[config.mk]
export PLATFORM = sky130hd
export DESIGN_NAME = lsts_mult
export DESIGN_NICKNAME = d
export VERILOG_FILES = /design/src/rtl/assert_macros.svh /design/src/rtl/lsts_pkg.sv /design/src/rtl/lsts_mult.sv
export SDC_FILE = /design/constraint.sdc
export NUM_CORES = 1
export LEC_CHECK = 0
export BUFFER_PORTS_ARGS = -buffer_cell sky130_fd_sc_hd__buf_2
export CORE_ASPECT_RATIO = 0.75
export CORE_UTILIZATION = 43
export DETAILED_ROUTE_END_ITERATION = 8
export PLACE_DENSITY_LB_ADDON = 0.15
export SETUP_SLACK_MARGIN = 0.2
export SYNTH_ARGS = -nofsm -noshare
export SYNTH_HDL_FRONTEND = slang
export SYNTH_SLANG_ARGS = --single-unit
[constraint.sdc]
create_clock -name clk -period 4.7 [get_ports clk]
set_input_delay 0.47 -clock clk [delete_from_list [all_inputs] [get_ports clk]]
set_output_delay 0.47 -clock clk [all_outputs]
set_load 0.05 [all_outputs]
[src/rtl/assert_macros.svh]
// assertion macros included by the top-level rtl file
`ifndef ASSERT_MACROS_SVH
`define ASSERT_MACROS_SVH
// implication checked on every clock edge outside reset
`define ASSERT_IMPL(label, ante, cons) \
  label: assert property (@(posedge clk) disable iff (rst) (ante) |-> (cons)) \
    else $error("assertion failed");
// implication checked in the cycle after the antecedent
`define ASSERT_NEXT(label, ante, cons) \
  label: assert property (@(posedge clk) disable iff (rst) (ante) |=> (cons)) \
    else $error("assertion failed");
`endif

[src/rtl/lsts_pkg.sv]
// package for the lazy segment tree: types, codes and size constants
package lsts_pkg;
  localparam int MaxLenDefault = 1024;
  localparam int LenW = 11;
  localparam int IdxW = 10;
  localparam int LenReset = 1024;

  localparam logic [1:0] OpAdd    = 2'd0;
  localparam logic [1:0] OpAssign = 2'd1;
  localparam logic [1:0] OpSum    = 2'd2;
  localparam logic [1:0] OpNone   = 2'd3;

  localparam logic [1:0] AddrActiveLength = 2'd0;

  typedef enum logic [4:0] {
    StClear, StIdle, StRead, StWait, StApplyGo, StApplyWait, StKidRd, StKidWait,
    StAsgGo, StAsgWait, StAddGo, StAddWait, StKidWr, StSplitPost, StSplitRight,
    StPop, StPullL, StPullR, StDone
  } state_t;
endpackage

[src/rtl/lsts_mult.sv]
// iterative 64 x LenW multiplier, shift and add over one multiplier bit per cycle
module lsts_mult #(
  parameter int LenW = lsts_pkg::LenW
) (
  input  logic            clk,
  input  logic            rst,
  input  logic            go,
  input  logic [63:0]     a,
  input  logic [LenW-1:0] b,
  output logic            done,
  output logic [63:0]     prod
);
  localparam int CntW = $clog2(LenW + 1);

  logic [63:0]     acc;
  logic [63:0]     mcand;
  logic [LenW-1:0] mplier;
  logic [CntW-1:0] cnt;
  logic            run;

  // one multiplier bit per cycle
  always_ff @(posedge clk) begin
    if (rst) begin
      run <= 1'b0;
      done <= 1'b0;
      cnt <= '0;
    end else begin
      done <= 1'b0;
      if (go) begin
        run <= 1'b1;
        cnt <= CntW'(LenW);
        acc <= '0;
        mcand <= a;
        mplier <= b;
      end else if (run) begin
        if (mplier[0]) acc <= acc + mcand;
        mcand <= mcand << 1;
        mplier <= mplier >> 1;
        cnt <= cnt - 1'b1;
        if (cnt == CntW'(1)) begin
          run <= 1'b0;
          done <= 1'b1;
        end
      end
    end
  end

  assign prod = acc;
endmodule

==> results.json <==
{
  "critPathMaxStageDelay_ns": 0.41,
  "synth-compound-area-share_pct": 16.60,
  "viasPerCell": 5.532,
  "finalHoldWorstSlack_ns": 0.2689,
  "min_period_ns": 3.805,
  "critPathLaunchType": "register",
  "ioPinCount": 143,
  "cts_tree": "built",
  "portBuffers": 142,
  "critPathKind": "register to register",
  "cts_root_buf": "clkbuf_16",
  "yosysTopAreaCellShare_pct": 43.88,
  "core-area_um2": 21410,
  "hold_viol_final": 0,
  "crit_arrival_ns": 4.00,
  "place.gp.congestion": 0.9118,
  "setup_viol": 0,
  "synthAdderAreaFrac_pct": 8.761,
  "yosys-top-cells-area": "edfxtp_1 44%, mux2_2 9.5%, ha_1 8.6%",
  "ctsHoldBuffers": 0,
  "p_leak_nw": 4.457,
  "synth_cell_types": 66,
  "dp_cells": 1294,
  "fp.dieH_um": 130.8,
  "netlist_area_um2": 9512,
  "p_per_area_nw_per_um2": 379.5,
  "peakVddDrop_mv": 0.2449,
  "synth_top_area_cell": "edfxtp_1",
  "die_area_um2": 22720,
  "die_w_um": 173.7,
  "power_mw": 4.192,
  "finClkSkew_ns": 0.01544,
  "synth_ff_type": "edfxtp_1",
  "rsz0062_at_grt": "false",
  "synth_top_family_by_area": "compound AO/OA/AOI/OAI gates",
  "utilization_pct": 51.59,
  "rows": 46,
  "slew_viol_final": 0,
  "antenna_cells": 0,
  "hpwl_mm": 17.38,
  "h-tree-depth": 4,
  "syn-num-nets": 1045,
  "dp_slack_ns": 0.9073,
  "clk_latency_ns": 0.44,
  "wl_per_cell_um": 17.64,
  "crit_chain": "ha_1, fa_1, a21o_1, a31o_2, a41oi_1, a21oi_1, o211ai_1, a2111oi_0, or2_1, a221oi_1, mux2_2",
  "synth_cells": 901,
  "post_dp_cell_area_um2": 10470,
  "layout.nets": 1169,
  "max-slew-margin-rel_pct": 45.17,
  "drive_above_1_share_pct": 27.17,
  "antenna_found_initial": 2,
  "vias": 7336,
  "area.growth.synth_to_final_pct": 16.13,
  "clkSinkCount": 145,
  "ys_seq_area_share_pct": 45.15,
  "end_kind": "register",
  "ys_warn_count": 0,
  "setup_slack_ns": 0.8949,
  "wl_mm": 23.39,
  "synth.most_common_cell": "edfxtp_1",
  "ant_nets": 0,
  "synth-seq-cells": 145,
  "drtIter0Drc": 560,
  "slowest_stage": "edfxtp_1",
  "path_clk_slew_ns": 0.07,
  "synth_edf_count": 139,
  "first_global_vias": 6859,
  "syn_avg_cell_area_um2": 10.56,
  "crit_fanout": 4,
  "async_flop_share_pct": 0,
  "post-cts-setup-buffer-count": 0,
  "synthTopCellsByCount": "139 x edfxtp_1, 92 x a21oi_1, 91 x nor2_1",
  "grt_first_pass_wirelength_mm": 37.40,
  "hold_class": "input pin to register",
  "instances_no_fill": 1326,
  "fmax_mhz": 262.8,
  "setup-tns-final_ns": 0,
  "drt_first_pass_iters": 5,
  "design_area_um2": 11050,
  "synthMuxAreaShare_pct": 9.471,
  "cts_buffers": 17,
  "ctsResizeCount": 0,
  "grt_max_degree": 73,
  "worst_ep_required_time_ns": 4.89,
  "tightestPinTransition_ns": 0.8224,
  "cts_max_path_buffers": 2,
  "grt_usage_pct": 21.34,
  "status": "finished, final reports clean",
  "post-route-period-util_pct": 80.96,
  "maxCapViolations": 0,
  "grt_overflow_total": 0,
  "synthSimpleGateAreaFrac_pct": 12.75,
  "synth-xor-area-share_pct": 4.604,
  "drc": 0,
  "start_util_pct": 44.42
}
[cell usage in the layout (no fill, tap or decap), types with 3 or more instances in the layout]
cell,count
xor2_1,26
buf_4,3
a211oi_1,3
o21bai_1,10
buf_2,141
o21ai_1,3
ha_1,65
a221oi_1,3
nand4_1,24
and3_1,4
and2_1,6
a31oi_1,8
nor2_1,90
a21o_1,34
o22ai_1,3
nor3_1,22
or3_1,4
mux2_2,80
nand3_1,12
a21oi_1,92
xnor2_1,24
dfxtp_1,6
clkinvlp_4,4
a21o_2,3
and4_1,4
nand2_1,56
o21ai_0,42
inv_1,18
nand2b_1,3
a21boi_0,4
o21a_1,7
nor2b_1,10
edfxtp_1,139
clkbuf_16,17
or2_2,6
o211ai_1,11
nor4_1,3
[kinds of logic (layout without fill, tap and decap cells)]
family,Yosys count,count (layout)
simple gates,253,253
fa+ha+maj,66,66
mux,80,80
flops,145,145
compound gates,247,247
buf+inv,60,197
xor+xnor,50,50
[state kept, by name, indices dropped and copies added, names as in the netlist]
| signal | flops |
|---|---|
| mplier | 11 |
| run | 1 |
| done | 1 |
| cnt | 4 |
| prod | 64 |
| mcand | 64 |
[worst max-delay path: cells and delay by family, from the launching register on]
family                   cells  cell delay [ns]
AO/OA/AOI/OAI                7             1.80
adder cells (fa/ha/maj)      2             0.67
flip-flops                   1             0.41
multiplexers                 1             0.36
AND/OR/NAND/NOR              1             0.31
[final timing paths]
check | startpoint | to | slack (ns) | cells after the start
setup / recovery | prod[0]$_SDFFCE_PP0P_ | prod[60]$_SDFFCE_PP0P_ | 0.89 | 11
hold reg to reg | mplier[1]$_DFFE_PP_ | mplier[0]$_DFFE_PP_ | 0.55 | 1
setup reg to reg | prod[0]$_SDFFCE_PP0P_ | prod[60]$_SDFFCE_PP0P_ | 0.89 | 11
hold / removal | rst | cnt[3]$_SDFFE_PP0N_ | 0.27 | 2
[area by class of cell]
type	instances	area (um2)
Tap cell	288	360.3
Timing Repair Buffer	146	768.2
Inverter	19	71.32
Sequential cell	145	4294
Fill cell	2033	10360
Clock buffer	20	446.7
Clock inverter	12	133.9
Multi-Input combinational cell	696	4971
[metal layers]
| metal | up-vias | GRT usage [%] | routed length, um |
|---|---|---|---|
| met5 | - | 0 | 0 |
| met4 | 0 | 6.192 | 278 |
| met3 | 20 | 5.556 | 1713 |
| met2 | 234 | 28.31 | 8971 |
| met1 | 3439 | 33.21 | 12420 |
| li1 | 3643 | - | - |
[power by group]
part	switching [mW]	internal (mW)
Sequential	0.0617	1.56
Clock	0.568	0.797
Combinational	0.766	0.439
Total	1.40	2.80
Power figures use the tool's default switching activity.
